### config.mk
export PLATFORM = sky130hd
export DESIGN_NAME = shader_source_minifier_core
export DESIGN_NICKNAME = d
export VERILOG_FILES = /design/src/rtl/ssm_pkg.sv /design/src/rtl/ssm_front.sv /design/src/rtl/ssm_queue.sv /design/src/rtl/ssm_back.sv /design/src/rtl/shader_source_minifier_core.sv
export SDC_FILE = /design/constraint.sdc
export NUM_CORES = 1
export LEC_CHECK = 0
export ABC_CLOCK_PERIOD_IN_PS = 10800
export BUFFER_PORTS_ARGS = -buffer_cell sky130_fd_sc_hd__buf_2
export CAP_MARGIN = 0
export CORE_MARGIN = 2
export CORE_UTILIZATION = 45
export CTS_CLUSTER_SIZE = 16
export DETAILED_ROUTE_END_ITERATION = 10
export HOLD_SLACK_MARGIN = 0.03
export PLACE_DENSITY = 0.63
export SLEW_MARGIN = 15
export SYNTH_ARGS = -nofsm -noshare
export SYNTH_HDL_FRONTEND = slang
export SYNTH_SLANG_ARGS = --single-unit
### constraint.sdc
create_clock -name clk -period 10.8 [get_ports clk]
set_clock_uncertainty 0.1 [all_clocks]
set_input_delay 2.16 -clock clk [delete_from_list [all_inputs] [get_ports clk]]
set_output_delay 2.16 -clock clk [all_outputs]
set_load 0.01 [all_outputs]
### src/rtl/ssm_pkg.sv
// ----------------------------------------------------------------------------
// ssm_pkg: shared types, character codes and classifiers
// Holds the command word passed from the front to the back of the minifier
// and the character class functions used by the front.
// ----------------------------------------------------------------------------
package ssm_pkg;

	// Width of a released-space count: up to a full hold plus one, at most 9
	localparam int SpcW = 4;

	// Character codes
	localparam logic [7:0] ChNul       = 8'h00;
	localparam logic [7:0] ChTab       = 8'h09;
	localparam logic [7:0] ChLf        = 8'h0A;
	localparam logic [7:0] ChCr        = 8'h0D;
	localparam logic [7:0] ChSpace     = 8'h20;
	localparam logic [7:0] ChHash      = 8'h23;
	localparam logic [7:0] ChAmp       = 8'h26;
	localparam logic [7:0] ChLParen    = 8'h28;
	localparam logic [7:0] ChRParen    = 8'h29;
	localparam logic [7:0] ChStar      = 8'h2A;
	localparam logic [7:0] ChPlus      = 8'h2B;
	localparam logic [7:0] ChComma     = 8'h2C;
	localparam logic [7:0] ChMinus     = 8'h2D;
	localparam logic [7:0] ChSlash     = 8'h2F;
	localparam logic [7:0] ChSemi      = 8'h3B;
	localparam logic [7:0] ChLess      = 8'h3C;
	localparam logic [7:0] ChEqual     = 8'h3D;
	localparam logic [7:0] ChGreater   = 8'h3E;
	localparam logic [7:0] ChLBracket  = 8'h5B;
	localparam logic [7:0] ChBackslash = 8'h5C;
	localparam logic [7:0] ChRBracket  = 8'h5D;
	localparam logic [7:0] ChLowerN    = 8'h6E;
	localparam logic [7:0] ChLBrace    = 8'h7B;
	localparam logic [7:0] ChBar       = 8'h7C;
	localparam logic [7:0] ChRBrace    = 8'h7D;

	// What follows the released spaces of one transaction
	typedef enum logic [1:0] {
		BODY_NONE,
		BODY_CHAR,
		BODY_ESC
	} body_t;

	// One command: spaces first, then the body, then an end marker if needed
	typedef struct packed {
		logic [SpcW-1:0] spaces;
		body_t           body;
		logic [7:0]      ch;
		logic            last;
	} ssm_cmd_t;

	function automatic logic is_newline(input logic [7:0] c);
		return (c == ChCr) || (c == ChLf);
	endfunction

	function automatic logic is_white(input logic [7:0] c);
		return (c == ChSpace) || (c == ChTab) || is_newline(c);
	endfunction

	function automatic logic is_operator(input logic [7:0] c);
		logic r;
		case (c) inside
			ChPlus, ChMinus, ChStar, ChSlash, ChEqual, ChSemi,
			ChLParen, ChRParen, ChLBrace, ChRBrace, ChComma, ChBar,
			ChAmp, ChLess, ChGreater: r = 1'b1;
			default: r = 1'b0;
		endcase
		return r;
	endfunction

	function automatic logic is_breaker(input logic [7:0] c);
		return is_operator(c) || (c == ChLBracket) || (c == ChRBracket) || is_white(c);
	endfunction

endpackage

### src/rtl/ssm_front.sv
// ----------------------------------------------------------------------------
// ssm_front: character classifier
// Tracks comment, directive and squeeze state and the held space count, and
// turns each accepted character into at most one command for the back end.
// ----------------------------------------------------------------------------
module ssm_front #(
	parameter int SPACE_HOLD = 8
) (
	input  logic              clk,
	input  logic              arst_n,
	input  logic              in_valid,
	output logic              in_ready,
	input  logic [7:0]        in_char,
	input  logic [7:0]        next_char,
	input  logic              end_of_text,
	input  logic              q_full,
	output logic              push,
	output ssm_pkg::ssm_cmd_t cmd
);
	import ssm_pkg::*;

	localparam int HW = $clog2(SPACE_HOLD + 1);

	logic          lc_q, bc_q, dir_q, sq_q;
	logic [7:0]    prev_q;
	logic [HW-1:0] held_q;

	logic          lc1, bc1, dir1, skip;
	logic          bc_n, dir_n, sq_n;
	logic [HW-1:0] h1, h_n;
	logic [7:0]    nxt;
	logic [SpcW-1:0] sp;
	body_t         body;
	logic          accept;

	assign in_ready = !q_full;
	assign accept   = in_valid && in_ready;

	// Classify the character and work out the next state
	always_comb begin
		nxt  = end_of_text ? ChNul : next_char;
		lc1  = lc_q | ((in_char == ChSlash) && (nxt == ChSlash));
		bc1  = bc_q | ((in_char == ChSlash) && (nxt == ChStar));
		dir1 = dir_q | (in_char == ChHash);
		if (is_newline(in_char)) begin
			lc1 = 1'b0;
		end
		skip  = !dir1 && sq_q && is_white(in_char);
		dir_n = dir1;
		sq_n  = sq_q;
		bc_n  = bc1;
		h1    = held_q;
		h_n   = held_q;
		sp    = '0;
		body  = BODY_NONE;
		if (!skip) begin
			if (is_newline(in_char)) begin
				dir_n = 1'b0;
			end
			sq_n = bc1 | lc1 | is_breaker(in_char);
			// withdraw one held space before an operator
			if (sq_n && (held_q != '0) && is_operator(in_char)) begin
				h1 = held_q - 1'b1;
			end
			h_n = h1;
			if (!lc1 && !bc1) begin
				if (in_char == ChSpace) begin
					if (h1 < HW'(SPACE_HOLD)) begin
						h_n = h1 + 1'b1;
					end else begin
						sp = SpcW'(1);
					end
				end else begin
					sp   = SpcW'(h1);
					h_n  = '0;
					body = is_newline(in_char) ? BODY_ESC : BODY_CHAR;
				end
			end
			if (bc1 && (in_char == ChSlash) && (prev_q == ChStar)) begin
				bc_n = 1'b0;
			end
		end
		// release everything still held at the end of the text
		if (end_of_text) begin
			sp = sp + SpcW'(h_n);
		end
		cmd.spaces = sp;
		cmd.body   = body;
		cmd.ch     = in_char;
		cmd.last   = end_of_text;
		push = accept && ((sp != '0) || (body != BODY_NONE) || end_of_text);
	end

	// Update state on each transaction; return to reset after the last one
	always_ff @(posedge clk or negedge arst_n) begin
		if (!arst_n) begin
			lc_q   <= 1'b0;
			bc_q   <= 1'b0;
			dir_q  <= 1'b0;
			sq_q   <= 1'b1;
			prev_q <= ChNul;
			held_q <= '0;
		end else if (accept) begin
			if (end_of_text) begin
				lc_q   <= 1'b0;
				bc_q   <= 1'b0;
				dir_q  <= 1'b0;
				sq_q   <= 1'b1;
				prev_q <= ChNul;
				held_q <= '0;
			end else begin
				lc_q   <= lc1;
				bc_q   <= bc_n;
				dir_q  <= dir_n;
				sq_q   <= sq_n;
				prev_q <= in_char;
				held_q <= h_n;
			end
		end
	end

endmodule

### src/rtl/ssm_queue.sv
// ----------------------------------------------------------------------------
// ssm_queue: command queue
// Small register queue that decouples the classifier from the serializer.
// ----------------------------------------------------------------------------
module ssm_queue #(
	parameter int DEPTH = 4
) (
	input  logic              clk,
	input  logic              arst_n,
	input  logic              push,
	input  ssm_pkg::ssm_cmd_t push_cmd,
	output logic              full,
	input  logic              pop,
	output logic              head_valid,
	output ssm_pkg::ssm_cmd_t head_cmd
);
	import ssm_pkg::*;

	localparam int PW = (DEPTH > 1) ? $clog2(DEPTH) : 1;
	localparam int CW = $clog2(DEPTH + 1);

	ssm_cmd_t      mem_q [DEPTH];
	logic [PW-1:0] wr_q, rd_q;
	logic [CW-1:0] cnt_q;

	assign full       = (cnt_q == CW'(DEPTH));
	assign head_valid = (cnt_q != '0);
	assign head_cmd   = mem_q[rd_q];

	// Store pushed commands
	always_ff @(posedge clk) begin
		if (push) begin
			mem_q[wr_q] <= push_cmd;
		end
	end

	// Advance pointers and occupancy
	always_ff @(posedge clk or negedge arst_n) begin
		if (!arst_n) begin
			wr_q  <= '0;
			rd_q  <= '0;
			cnt_q <= '0;
		end else begin
			if (push) begin
				wr_q <= (wr_q == PW'(DEPTH - 1)) ? '0 : wr_q + 1'b1;
			end
			if (pop) begin
				rd_q <= (rd_q == PW'(DEPTH - 1)) ? '0 : rd_q + 1'b1;
			end
			if (push && !pop) begin
				cnt_q <= cnt_q + 1'b1;
			end else if (pop && !push) begin
				cnt_q <= cnt_q - 1'b1;
			end
		end
	end

endmodule

### src/rtl/ssm_back.sv
// ----------------------------------------------------------------------------
// ssm_back: result serializer
// Expands the head command into its results, one per cycle, into an output
// register that holds while the consumer stalls.
// ----------------------------------------------------------------------------
module ssm_back (
	input  logic              clk,
	input  logic              arst_n,
	input  logic              head_valid,
	input  ssm_pkg::ssm_cmd_t head_cmd,
	output logic              pop,
	output logic              out_valid,
	input  logic              out_ready,
	output logic [7:0]        out_char,
	output logic              char_valid,
	output logic              final_result
);
	import ssm_pkg::*;

	logic [SpcW-1:0] pos_q;
	logic [SpcW-1:0] body_len, total;
	logic            marker, emit, is_end;
	logic [7:0]      r_char;
	logic            r_valid;
	logic            out_valid_q;

	assign out_valid = out_valid_q;

	// Pick the result at the current position of the head command
	always_comb begin
		marker = head_cmd.last && (head_cmd.spaces == '0) && (head_cmd.body == BODY_NONE);
		unique case (head_cmd.body)
			BODY_CHAR: body_len = SpcW'(1);
			BODY_ESC:  body_len = SpcW'(2);
			default:   body_len = '0;
		endcase
		total   = head_cmd.spaces + body_len + SpcW'(marker);
		is_end  = (pos_q == total - 1'b1);
		r_valid = 1'b1;
		if (pos_q < head_cmd.spaces) begin
			r_char = ChSpace;
		end else if (head_cmd.body == BODY_CHAR) begin
			r_char = head_cmd.ch;
		end else if (head_cmd.body == BODY_ESC) begin
			r_char = (pos_q == head_cmd.spaces) ? ChBackslash : ChLowerN;
		end else begin
			r_char  = ChNul;
			r_valid = 1'b0;
		end
		emit = head_valid && (!out_valid_q || out_ready);
		pop  = emit && is_end;
	end

	// Step through the results of the head command
	always_ff @(posedge clk or negedge arst_n) begin
		if (!arst_n) begin
			pos_q       <= '0;
			out_valid_q <= 1'b0;
		end else begin
			if (emit) begin
				pos_q <= is_end ? '0 : pos_q + 1'b1;
			end
			if (emit) begin
				out_valid_q <= 1'b1;
			end else if (out_ready) begin
				out_valid_q <= 1'b0;
			end
		end
	end

	// Load the output register
	always_ff @(posedge clk) begin
		if (emit) begin
			out_char     <= r_char;
			char_valid   <= r_valid;
			final_result <= head_cmd.last && is_end;
		end
	end

endmodule

### src/rtl/shader_source_minifier_core.sv
// ----------------------------------------------------------------------------
// shader_source_minifier_core: shader source minifier
// Strips comments and squeezes whitespace from a character stream, holding
// trailing spaces so that a following operator can withdraw one.
//
//   channel | handshake           | fields
//   --------+---------------------+-------------------------------------
//   input   | in_valid/in_ready   | in_char, next_char, end_of_text
//   output  | out_valid/out_ready | out_char, char_valid, final_result
//
// One character is taken per cycle while the command queue has room.
// Each character yields 0 to SPACE_HOLD+2 results, sent one per cycle by
// the serializer, so sustained rate is set by the results per character.
// Results are registered at the output. Reset clears the state and empties
// the queue; an output stall holds the output register and fills the queue.
// ----------------------------------------------------------------------------
module shader_source_minifier_core #(
	parameter int SPACE_HOLD  = 8,
	parameter int QUEUE_DEPTH = 4
) (
	input  logic       clk,
	input  logic       arst_n,
	input  logic       in_valid,
	output logic       in_ready,
	input  logic [7:0] in_char,
	input  logic [7:0] next_char,
	input  logic       end_of_text,
	output logic       out_valid,
	input  logic       out_ready,
	output logic [7:0] out_char,
	output logic       char_valid,
	output logic       final_result
);
	import ssm_pkg::*;

	logic     q_full, q_push, q_pop, q_valid;
	ssm_cmd_t q_in, q_head;

	// Classify incoming characters
	ssm_front #(
		.SPACE_HOLD(SPACE_HOLD)
	) u_front (
		.clk        (clk),
		.arst_n     (arst_n),
		.in_valid   (in_valid),
		.in_ready   (in_ready),
		.in_char    (in_char),
		.next_char  (next_char),
		.end_of_text(end_of_text),
		.q_full     (q_full),
		.push       (q_push),
		.cmd        (q_in)
	);

	// Buffer commands between the two halves
	ssm_queue #(
		.DEPTH(QUEUE_DEPTH)
	) u_queue (
		.clk       (clk),
		.arst_n    (arst_n),
		.push      (q_push),
		.push_cmd  (q_in),
		.full      (q_full),
		.pop       (q_pop),
		.head_valid(q_valid),
		.head_cmd  (q_head)
	);

	// Serialize results
	ssm_back u_back (
		.clk         (clk),
		.arst_n      (arst_n),
		.head_valid  (q_valid),
		.head_cmd    (q_head),
		.pop         (q_pop),
		.out_valid   (out_valid),
		.out_ready   (out_ready),
		.out_char    (out_char),
		.char_valid  (char_valid),
		.final_result(final_result)
	);

	// A bare end marker only ever closes the text
	a_marker_final: assert property (@(posedge clk) disable iff (!arst_n)
		out_valid && !char_valid |-> final_result)
		else $error("end marker without final flag");

	// The classifier never pushes into a full queue
	a_no_overflow: assert property (@(posedge clk) disable iff (!arst_n)
		q_push |-> !q_full)
		else $error("command queue overflow");

	// The serializer only retires a command that is present
	a_no_underflow: assert property (@(posedge clk) disable iff (!arst_n)
		q_pop |-> q_valid)
		else $error("command queue underflow");

endmodule
; ---- After elaboration in Yosys (flattened, before gate mapping)
; Memory sizes are Yosys's and may differ from the RTL's.
; Cells that the tools add are included.
[classes]
addsub = 11
mul = 0
div = 0
magnitude_cmp = 2
eq_ne = 33
shift = 0
muxes = 44
bitwise_logic = 5
reduce_logical = 45
[op_table]
columns = cell, n
row1 = $eq 8x6->1 const B, 17
row2 = $mux 4, 12
row3 = $eq 8x7->1 const B, 5
row4 = $mux 8, 4
row5 = $eq 8x4->1 const B, 3
row6 = $logic_and 1x1->1, 18
row7 = $mux 1, 18
row8 = $reduce_or 15->1, 1
row9 = $mux 2, 6
row10 = $logic_or 1x1->1, 9
row11 = $add 4x1->4 const B, 2
row12 = $eq 4x4->1, 2
row13 = $reduce_bool 4->1, 2
row14 = $sub 4x1->4 const B, 2
row15 = $logic_not 1->1, 7
row16 = $eq 2x2->1 const B, 3
row17 = $mux 3, 2
row18 = $mux 6, 1
row19 = $reduce_bool 2->1, 3
row20 = $or 1x1->1, 5
row21 = $add 2x1->2 const B, 2
row22 = $add 4x1->4, 1
row23 = $add 4x2->4, 1
row24 = $add 4x4->4, 1
row25 = other kinds (13), 13
[totals]
reg_bits = 38
latch_bits = 0
mem_bits_rw = 60
mem_bits_ro = 0
out_inout_bits = 12
wordCells = 155
mem_count = 1
[memory_table]
columns = memory, words, width, read_ports, rd_clocked_by_memory_dff, wr, line
row1 = u_queue.mem_q, 4, 15, 1, 0, 1, ssm_queue.sv:22  ; ssm_cmd_t mem_q [DEPTH];

; ---- Depth between registers and ports, before layout
; Gate-level depths: netlist of the first run.
[depth]
ltp_word = 29
depth_mapped = 19

; ---- Cells and area by module
; Synthesis of the first run repeated with hierarchy kept, for this count alone.
[unflattened]
cells_unflattened = 429
hier_area_um2 = 5298.8
[modules_own_cells]
columns = mod, n_inst, cells_per_inst, area_per_inst_um2
row1 = ssm_queue, 1, 116, 2621.3
row2 = ssm_front, 1, 217, 1709.1
row3 = ssm_back, 1, 96, 968.4

; ---- Least setup slack after synthesis of the first run
; Ideal clock, no wire load.
[synth_timing]
path_kind = input to register
startpoint = input port in_char[6]
endpoint = memory u_queue.mem_q[0][14] (netlist bit) (data pin)
t_arrival_ps = 5489
required_time_ps = 10434
path_slack_ps = 4945
cell_stages = 16
cell_sequence = or3b_1 > or2_0 > o221a_1 > buf_6 > or2_2 > o21ai_1 > ha_1 > or4_1 > o21ai_0 > o21ai_1 > ha_1 > a21o_1 > a21oi_1 > nor2_1 > mux2i_1 > o31ai_2
[synth_lines]
columns = item, line
row1 = from (decl), shader_source_minifier_core.sv:25  ; input logic [7:0] in_char,
row2 = to (decl), ssm_queue.sv:22

==> impl_metrics.env, run 1 <==
export IMPL_outcome="complete, no violations"
export IMPL_cp_top_family="simple AND/OR/NAND/NOR gates"
export IMPL_cts_tree="yes"
export IMPL_io_pins=33
export IMPL_postCtsHoldBufs=0
export IMPL_vias=3337
export IMPL_syn_area_per_cell_um2=12.58
export IMPL_arrival_ns=6.09
export IMPL_final_common_cell="edfxtp_1"
export IMPL_peakVddDrop_uv=182.9
export IMPL_root_buffer="clkbuf_16"
export IMPL_initial_core_util_pct=46.42
export IMPL_gp_congestion=0.8600
export IMPL_pwr_share_seq_pct=42.3
export IMPL_fin_crit_sh_pct=56.07
export IMPL_combPwrFrac_pct=35.1
export IMPL_r2r_setup_slack_ns=5.60
export IMPL_setup_ws_ns=4.744
export IMPL_core_mm2=0.01147
export IMPL_crit_type="primary input to register"
export IMPL_ys_ff_latch=98
export IMPL_tightest_slew_ns=0.8825
export IMPL_worstPathRequired_ns=10.83
export IMPL_switchingPower_mw=0.4380
export IMPL_yosys_warnings=0
export IMPL_slowest_delay_ns=0.55
export IMPL_startpoint_type="primary input"
export IMPL_post_cts_buffers=0
export IMPL_worst_path_buf_inv=1
export IMPL_cell_internal_pwr_mw=0.8866
export IMPL_drc=0
export IMPL_critical_path_cell_chain="buf_2, or3b_1, or2_0, o221a_1, or2_2, o21ai_1, ha_1, or4_1, o21ai_0, o21ai_1, ha_1, a21o_1, a21oi_1, mux2i_1, o31ai_2"
export IMPL_die_x_um=112.8
export IMPL_synthFlopType="edfxtp_1"
export IMPL_hold_viol=0
export IMPL_cts_sinks=98
export IMPL_drt_pass1_iterations=5
export IMPL_cts_clk_slew_worst_paths_ns=0.07
export IMPL_yosysUniqueCellTypes=79
export IMPL_final_min_clock_period_ns=6.056
export IMPL_ys_seq_area_share_pct=52.68
export IMPL_grt_usage_pct=16.88
export IMPL_synth_nets=469
export IMPL_leakage_nw=2.266
export IMPL_cts_resized=0
export IMPL_grt_pass1_wl_um=16760
export IMPL_diodes=0
export IMPL_fin_hold_ws_ns=0.3759
export IMPL_grt_pass1_vias=3305
export IMPL_dpl_worst_slack_ns=4.445
export IMPL_rsz0062_at_grt="false"
export IMPL_max_cap_violations=0
export IMPL_cts_buffers=9
export IMPL_grt_max_degree=29
export IMPL_drtIter0Drc=268
export IMPL_drv_slew=0
export IMPL_synth_edf_count=70
export IMPL_nFillCells=982
export IMPL_placed_cells=584
export IMPL_nets=498
export IMPL_antenna_left=0
export IMPL_final_cell_mix="edfxtp_1 (70), nand2_1 (39), buf_2 (32), inv_1 (27), dfrtp_1 (27)"
export IMPL_slew_headroom_pct=41.10
export IMPL_die_area_mm2=0.01271
export IMPL_setup_viol=0
export IMPL_hp_class="register to register"
export IMPL_layout_drive_gt1_share_pct=20.57
export IMPL_syn_area_mm2=0.005323
export IMPL_cp_end_kind="register"
export IMPL_num_rows=39
export IMPL_grt_overflow=0
export IMPL_ys_async_sr_fraction_pct=28.57
export IMPL_io_buffers=32
export IMPL_max_clock_freq_mhz=165.1
export IMPL_viasPerCell=5.562
export IMPL_die_y_um=112.8
export IMPL_htreeDepth=3
export IMPL_syn_to_final_growth_pct=9.121
export IMPL_power_density_mw_per_mm2=228.1
export IMPL_tns_ns=0
export IMPL_wirelength_um=10130
export IMPL_insertion_delay_ns=0.34
export IMPL_power_frac_clock_pct=22.7
export IMPL_crit_path_max_fanout=12
export IMPL_max_clock_path_buffers=2
export IMPL_stdcell_count=600
export IMPL_fin_util_pct=50.65
export IMPL_hpwlAfterDp_um=7154
export IMPL_synthCells=423
export IMPL_wire_per_inst_um=16.88
export IMPL_antenna_found_initial=0
export IMPL_p_sw_share_pct=33.07
export IMPL_critPathSlowestCell="or4_1"
-- per-stage QoR --
step | instance area, µm² | total power [mW]
floorplan | 5323 | 0.9151
global route | 5808 | 1.429
finish | 5808 | 1.325
global placement | 5537 | 1.023
CTS | 5808 | 1.348
detailed placement | 5537 | 1.045
-- synth_stat cells, types with 4 or more instances --
cell      number  area share [%]
nor2_1        26             1.8
nor4_1         4            0.47
edfxtp_1      70              39
o21ai_0       19             1.8
buf_6          5             1.1
nor2b_1        6            0.71
nor3_1         7            0.66
inv_1         27             1.9
nor4b_1        4            0.66
nand2b_1       4            0.47
a21oi_1       13             1.2
nand2_1       39             2.8
nand3_1        7            0.66
o21ai_1        5            0.47
o31ai_1        4            0.56
ha_1          22             5.2
clkbuf_8       5             1.3
dfrtp_1       27              13
mux4_2        15             6.3
o211ai_1       5            0.71
clkbuf_1       7            0.49
xnor2_1        6            0.99
xor2_1         8             1.3
a21o_1         5            0.71
-- layout make-up --
cell class | count | area [µm²] | share of cell area, %
flip-flops and latches | 98 | 2804 | 48.28
well taps | 143 | 178.9 | 3.081
clock buffers | 12 | 246.5 | 4.244
repair buffers | 37 | 197.7 | 3.404
multi-input cells | 279 | 2255 | 38.82
clock inverters | 4 | 25.02 | 0.4308
inverters | 27 | 101.3 | 1.745
-- path summary, 6_finish.rpt --
check                                       endpoint               from  cells after the start
worst min-delay path               u_front.prev_q[1]  u_front.prev_q[1]                      2
worst max-delay path            u_queue.mem_q[1][14]         in_char[6]                     15
worst min register to register     u_front.prev_q[1]  u_front.prev_q[1]                      2
min in group asynchronous            u_back.pos_q[2]             arst_n                      1
worst max register to register      u_queue.cnt_q[1]    u_queue.rd_q[1]                     15
max in group asynchronous          u_front.held_q[0]             arst_n                      1
-- kinds of logic (layout without fill, tap and decap cells) --
| logic type | after synthesis | after routing | share of synthesized area [%] |
|---|---|---|---|
| compound gates | 76 | 76 | 10.70 |
| xor+xnor | 14 | 14 | 2.304 |
| fa+ha+maj | 25 | 25 | 6.300 |
| buf+inv | 46 | 80 | 5.007 |
| flops | 98 | 98 | 52.68 |
| mux | 23 | 23 | 8.204 |
| simple gates | 141 | 141 | 14.81 |
-- sequential cells by signal (all words and copies together), names as in the netlist --
register             count
u_queue.cnt_q            3
u_back.final_result      1
u_queue.mem_q           60
u_queue.rd_q             2
u_back.out_char          8
u_front.lc_q             1
u_back.char_valid        1
u_front.bc_q             1
u_front.dir_q            1
u_front.prev_q           8
u_front.sq_q             1
u_queue.wr_q             2
u_back.pos_q             4
u_back.out_valid         1
u_front.held_q           4
-- worst min-delay path, stage by stage, from the launching register on --
cell     delay [ns]
dfrtp_1        0.34
nand2_1        0.04
o21ai_0        0.06
-- power groups by stage --
stage	clock network [mW]	logic (mW)	registers (mW)
2_1_floorplan	0	0.354	0.561
3_3_place_gp	0	0.457	0.566
3_5_place_dp	0	0.475	0.569
4_1_cts	0.309	0.477	0.562
5_1_grt	0.327	0.532	0.570
6_report	0.300	0.464	0.560
-- metal layers --
metal / part of all wire (%) / track usage, % / vias to the layer above / wire [µm]
met2: 49 / 27.35 / 70 / 4921
met4: 1.5 / 7.073 / 0 / 148
met3: 3.6 / 3.749 / 14 / 362
met1: 46 / 22.13 / 1616 / 4692
li1: - / - / 1637 / -
met5: 0 / 0 / - / 0
Note: power is estimated with default switching activity, not from simulation.
==> run 2, diff against run 1 <==
--- a/config.mk
+++ b/config.mk
@@ -5,7 +5,8 @@
 export SDC_FILE = /design/constraint.sdc
 export NUM_CORES = 1
 export LEC_CHECK = 0
-export ABC_CLOCK_PERIOD_IN_PS = 10800
+export ABC_AREA = 1
+export ABC_CLOCK_PERIOD_IN_PS = 5700
 export BUFFER_PORTS_ARGS = -buffer_cell sky130_fd_sc_hd__buf_2
 export CAP_MARGIN = 0
 export CORE_MARGIN = 2
==> constraint.sdc (replaced) <==
create_clock -name clk -period 5.7 [get_ports clk]
set_clock_uncertainty 0.1 [all_clocks]
set_input_delay 1.14 -clock clk [delete_from_list [all_inputs] [get_ports clk]]
set_output_delay 1.14 -clock clk [all_outputs]
set_load 0.01 [all_outputs]
==> run 2 against run 1 <==
- core utilization is 1.9 points higher
- synthesized cell count rose by 25%
- register-to-register slack worse by 4.7 ns
- cell count up 19%
- critical path type is now register to register
- critical endpoint is now u_queue.cnt_q[1]
- largest power group is now combinational cells
==> impl_metrics.env, run 2 <==
export IMPL_fin_crit_sh_pct=84.62
export IMPL_nets=614
export IMPL_syn_area_per_cell_um2=9.662
export IMPL_largest_reg_flops=60
export IMPL_num_rows=38
export IMPL_synth_area_leader_cell="edfxtp_1"
export IMPL_initial_core_util_pct=46.54
export IMPL_syn_area_mm2=0.005111
export IMPL_synth_top_family_by_area="simple AND/OR/NAND/NOR gates"
export IMPL_cts_clk_slew_worst_paths_ns=0.07
export IMPL_yosys_warnings=0
export IMPL_worstPathRequired_ns=5.82
export IMPL_synth_edf_count=70
export IMPL_final_cell_mix="nand2_1 (105), edfxtp_1 (70), inv_1 (64), nor2_1 (49), buf_2 (32)"
export IMPL_synthFlopType="edfxtp_1"
export IMPL_drtIter0Drc=211
export IMPL_reg_largest_list="u_queue.mem_q (60), u_back.out_char (8), u_front.prev_q (8)"
export IMPL_crit_path_max_fanout=22
export IMPL_synthCells=529
export IMPL_rsz0062_at_grt="false"
export IMPL_synthMuxAreaShare_pct=0
export IMPL_cts_buffers=9
export IMPL_outcome="complete, no violations"
export IMPL_post_cts_buffers=0
export IMPL_tightest_slew_ns=0.7345
export IMPL_ys_ff_latch=98
export IMPL_wire_per_inst_um=14.94
export IMPL_crit_type="register to register"
export IMPL_syn_to_final_growth_pct=13.00
export IMPL_nFillCells=949
export IMPL_vias=3783
export IMPL_synth_nets=575
export IMPL_htreeDepth=3
export IMPL_synth_fa_ha_area_share_pct=6.561
export IMPL_hp_class="register to register"
export IMPL_slowest_delay_ns=0.51
export IMPL_grt_overflow=0
export IMPL_diodes=0
export IMPL_startpoint_type="register"
export IMPL_final_common_cell="nand2_1"
export IMPL_root_buffer="clkbuf_16"
export IMPL_wirelength_um=10650
export IMPL_synthSimpleGateAreaFrac_pct=18.36
export IMPL_r2r_setup_slack_ns=0.88
export IMPL_synth_most_common_cell="nand2_1"
export IMPL_gp_congestion=0.8871
export IMPL_cts_tree="yes"
export IMPL_worst_path_buf_inv=7
export IMPL_cts_resized=0
export IMPL_layout_drive_gt1_share_pct=16.75
export IMPL_grt_max_degree=34
export IMPL_netlist_top_cells_area="edfxtp_1 (41%), dfrtp_1 (13%), nand2_1 (7.7%)"
export IMPL_synthXorXnorAreaFrac_pct=2.399
export IMPL_critPathSlowestCell="inv_1"
export IMPL_arrival_ns=4.95
export IMPL_io_pins=33
export IMPL_insertion_delay_ns=0.34
export IMPL_grt_pass1_vias=3695
export IMPL_netlist_area_leader_share_pct=41.13
export IMPL_postCtsHoldBufs=0
export IMPL_viasPerCell=5.306
export IMPL_cts_sinks=98
export IMPL_core_mm2=0.01098
export IMPL_ys_top_cells_by_count="nand2_1 (105), edfxtp_1 (70), inv_1 (64)"
export IMPL_cp_end_kind="register"
export IMPL_io_buffers=32
export IMPL_die_x_um=110.6
export IMPL_critical_path_cell_chain="inv_1, a21oi_1, a32oi_1, inv_1, nor2_1, inv_1, ha_1, inv_1, ha_1, inv_1, fa_1, xnor2_1, xor2_1, nor3_1, nand2_1, nor2_1, inv_1, ha_1, inv_1, fa_1, nor2_1, a21oi_1"
export IMPL_yosysUniqueCellTypes=42
export IMPL_final_min_clock_period_ns=4.824
export IMPL_power_density_mw_per_mm2=493.3
export IMPL_drv_slew=0
export IMPL_die_y_um=110.6
export IMPL_drt_pass1_iterations=5
export IMPL_max_cap_violations=0
export IMPL_grt_pass1_wl_um=17830
export IMPL_cp_top_family="adder cells"
export IMPL_peakVddDrop_uv=376.4
export IMPL_grt_usage_pct=18.21
export IMPL_hpwlAfterDp_um=7802
export IMPL_die_area_mm2=0.01223
export IMPL_synth_compound_area_share_pct=11.19
export IMPL_regMostFlops="u_queue.mem_q"
export IMPL_hold_viol=0
export IMPL_slew_headroom_pct=51.04
export IMPL_leakage_nw=2.587
export IMPL_cpMostUsedCell="inv_1"
export IMPL_ys_seq_area_share_pct=54.86
export IMPL_antenna_found_initial=0
export IMPL_ys_async_sr_fraction_pct=28.57
export IMPL_max_clock_path_buffers=2
export IMPL_antenna_left=0
export IMPL_tns_ns=0
export IMPL_p_total_mw=2.849
export IMPL_drc=0
export IMPL_setup_viol=0
export IMPL_max_clock_freq_mhz=207.3
## run 2: logic make-up (layout without fill, tap and decap cells)
family / count (synthesis) / after routing
adders and majority gates: 25 / 25
xor gates and xnor gates: 14 / 14
AOI/OAI and AO/OA: 92 / 92
buffers and inverters: 90 / 134
DFF: 98 / 98
and+or+nand+nor: 210 / 210
## run 2: path summary, 6_finish.rpt
| kind | start | end | depth (start not counted) |
|---|---|---|---|
| setup / recovery | u_queue.rd_q[1] | u_queue.cnt_q[1] | 22 |
| hold / removal | u_front.held_q[1] | u_front.held_q[1] | 2 |
| setup reg to reg | u_queue.rd_q[1] | u_queue.cnt_q[1] | 22 |
| hold reg to reg | u_front.held_q[1] | u_front.held_q[1] | 2 |
| max in group asynchronous | arst_n | u_front.prev_q[5] | 1 |
| min in group asynchronous | arst_n | u_back.pos_q[0] | 1 |
## run 2: per-layer routing
| layer | vias up | share of wire, % | GRT usage, % |
|---|---|---|---|
| met5 | - | 0 | 0 |
| met4 | 0 | 2.1 | 7.083 |
| met3 | 22 | 4.8 | 3.952 |
| met2 | 104 | 49 | 31.17 |
| met1 | 1796 | 44 | 22.50 |
| li1 | 1861 | - | - |
## run 2: per-stage QoR
step	setup WS (ns)	instances	utilization [%]	hold WS [ns]	area [µm²]
final	0.8764	713	52.59	0.3904	5776
after global routing	0.3597	713	52.59	0.4268	5776
after CTS	0.8670	713	52.59	0.3967	5776
after detailed placement	0.8941	697	49.68	0.3787	5456
after global placement	1.108	697	49.68	0.3710	5456
after floorplan	1.483	529	-	0.3491	5111
## run 2: worst reg2reg max path: stages (launching register included)
cell	delay, ns
dfrtp_1	0.49
inv_1	0.52
a21oi_1	0.08
a32oi_1	0.25
inv_1	0.09
nor2_1	0.29
inv_1	0.14
ha_1	0.31
inv_1	0.06
ha_1	0.15
inv_1	0.06
fa_1	0.38
xnor2_1	0.15
xor2_1	0.14
nor3_1	0.14
nand2_1	0.13
nor2_1	0.27
inv_1	0.11
ha_1	0.19
inv_1	0.09
fa_1	0.42
nor2_1	0.11
a21oi_1	0.05
## run 2: cell type report
| type | count | area [µm²] | area share, % |
|---|---|---|---|
| clock buffers | 10 | 229.0 | 3.964 |
| clock inverters | 6 | 90.09 | 1.560 |
| inverters | 79 | 296.5 | 5.134 |
| multi-input cells | 341 | 1968 | 34.08 |
| flip-flops and latches | 98 | 2804 | 48.55 |
| well taps | 140 | 175.2 | 3.033 |
| repair buffers | 39 | 212.7 | 3.683 |
## run 2: report_power, final
group	switching, mW	total (mW)	leakage, nW	internal, mW
clock	0.252	0.638	0.155	0.386
combinational	0.723	1.16	1.43	0.436
sequential	0.0813	1.05	0.999	0.970
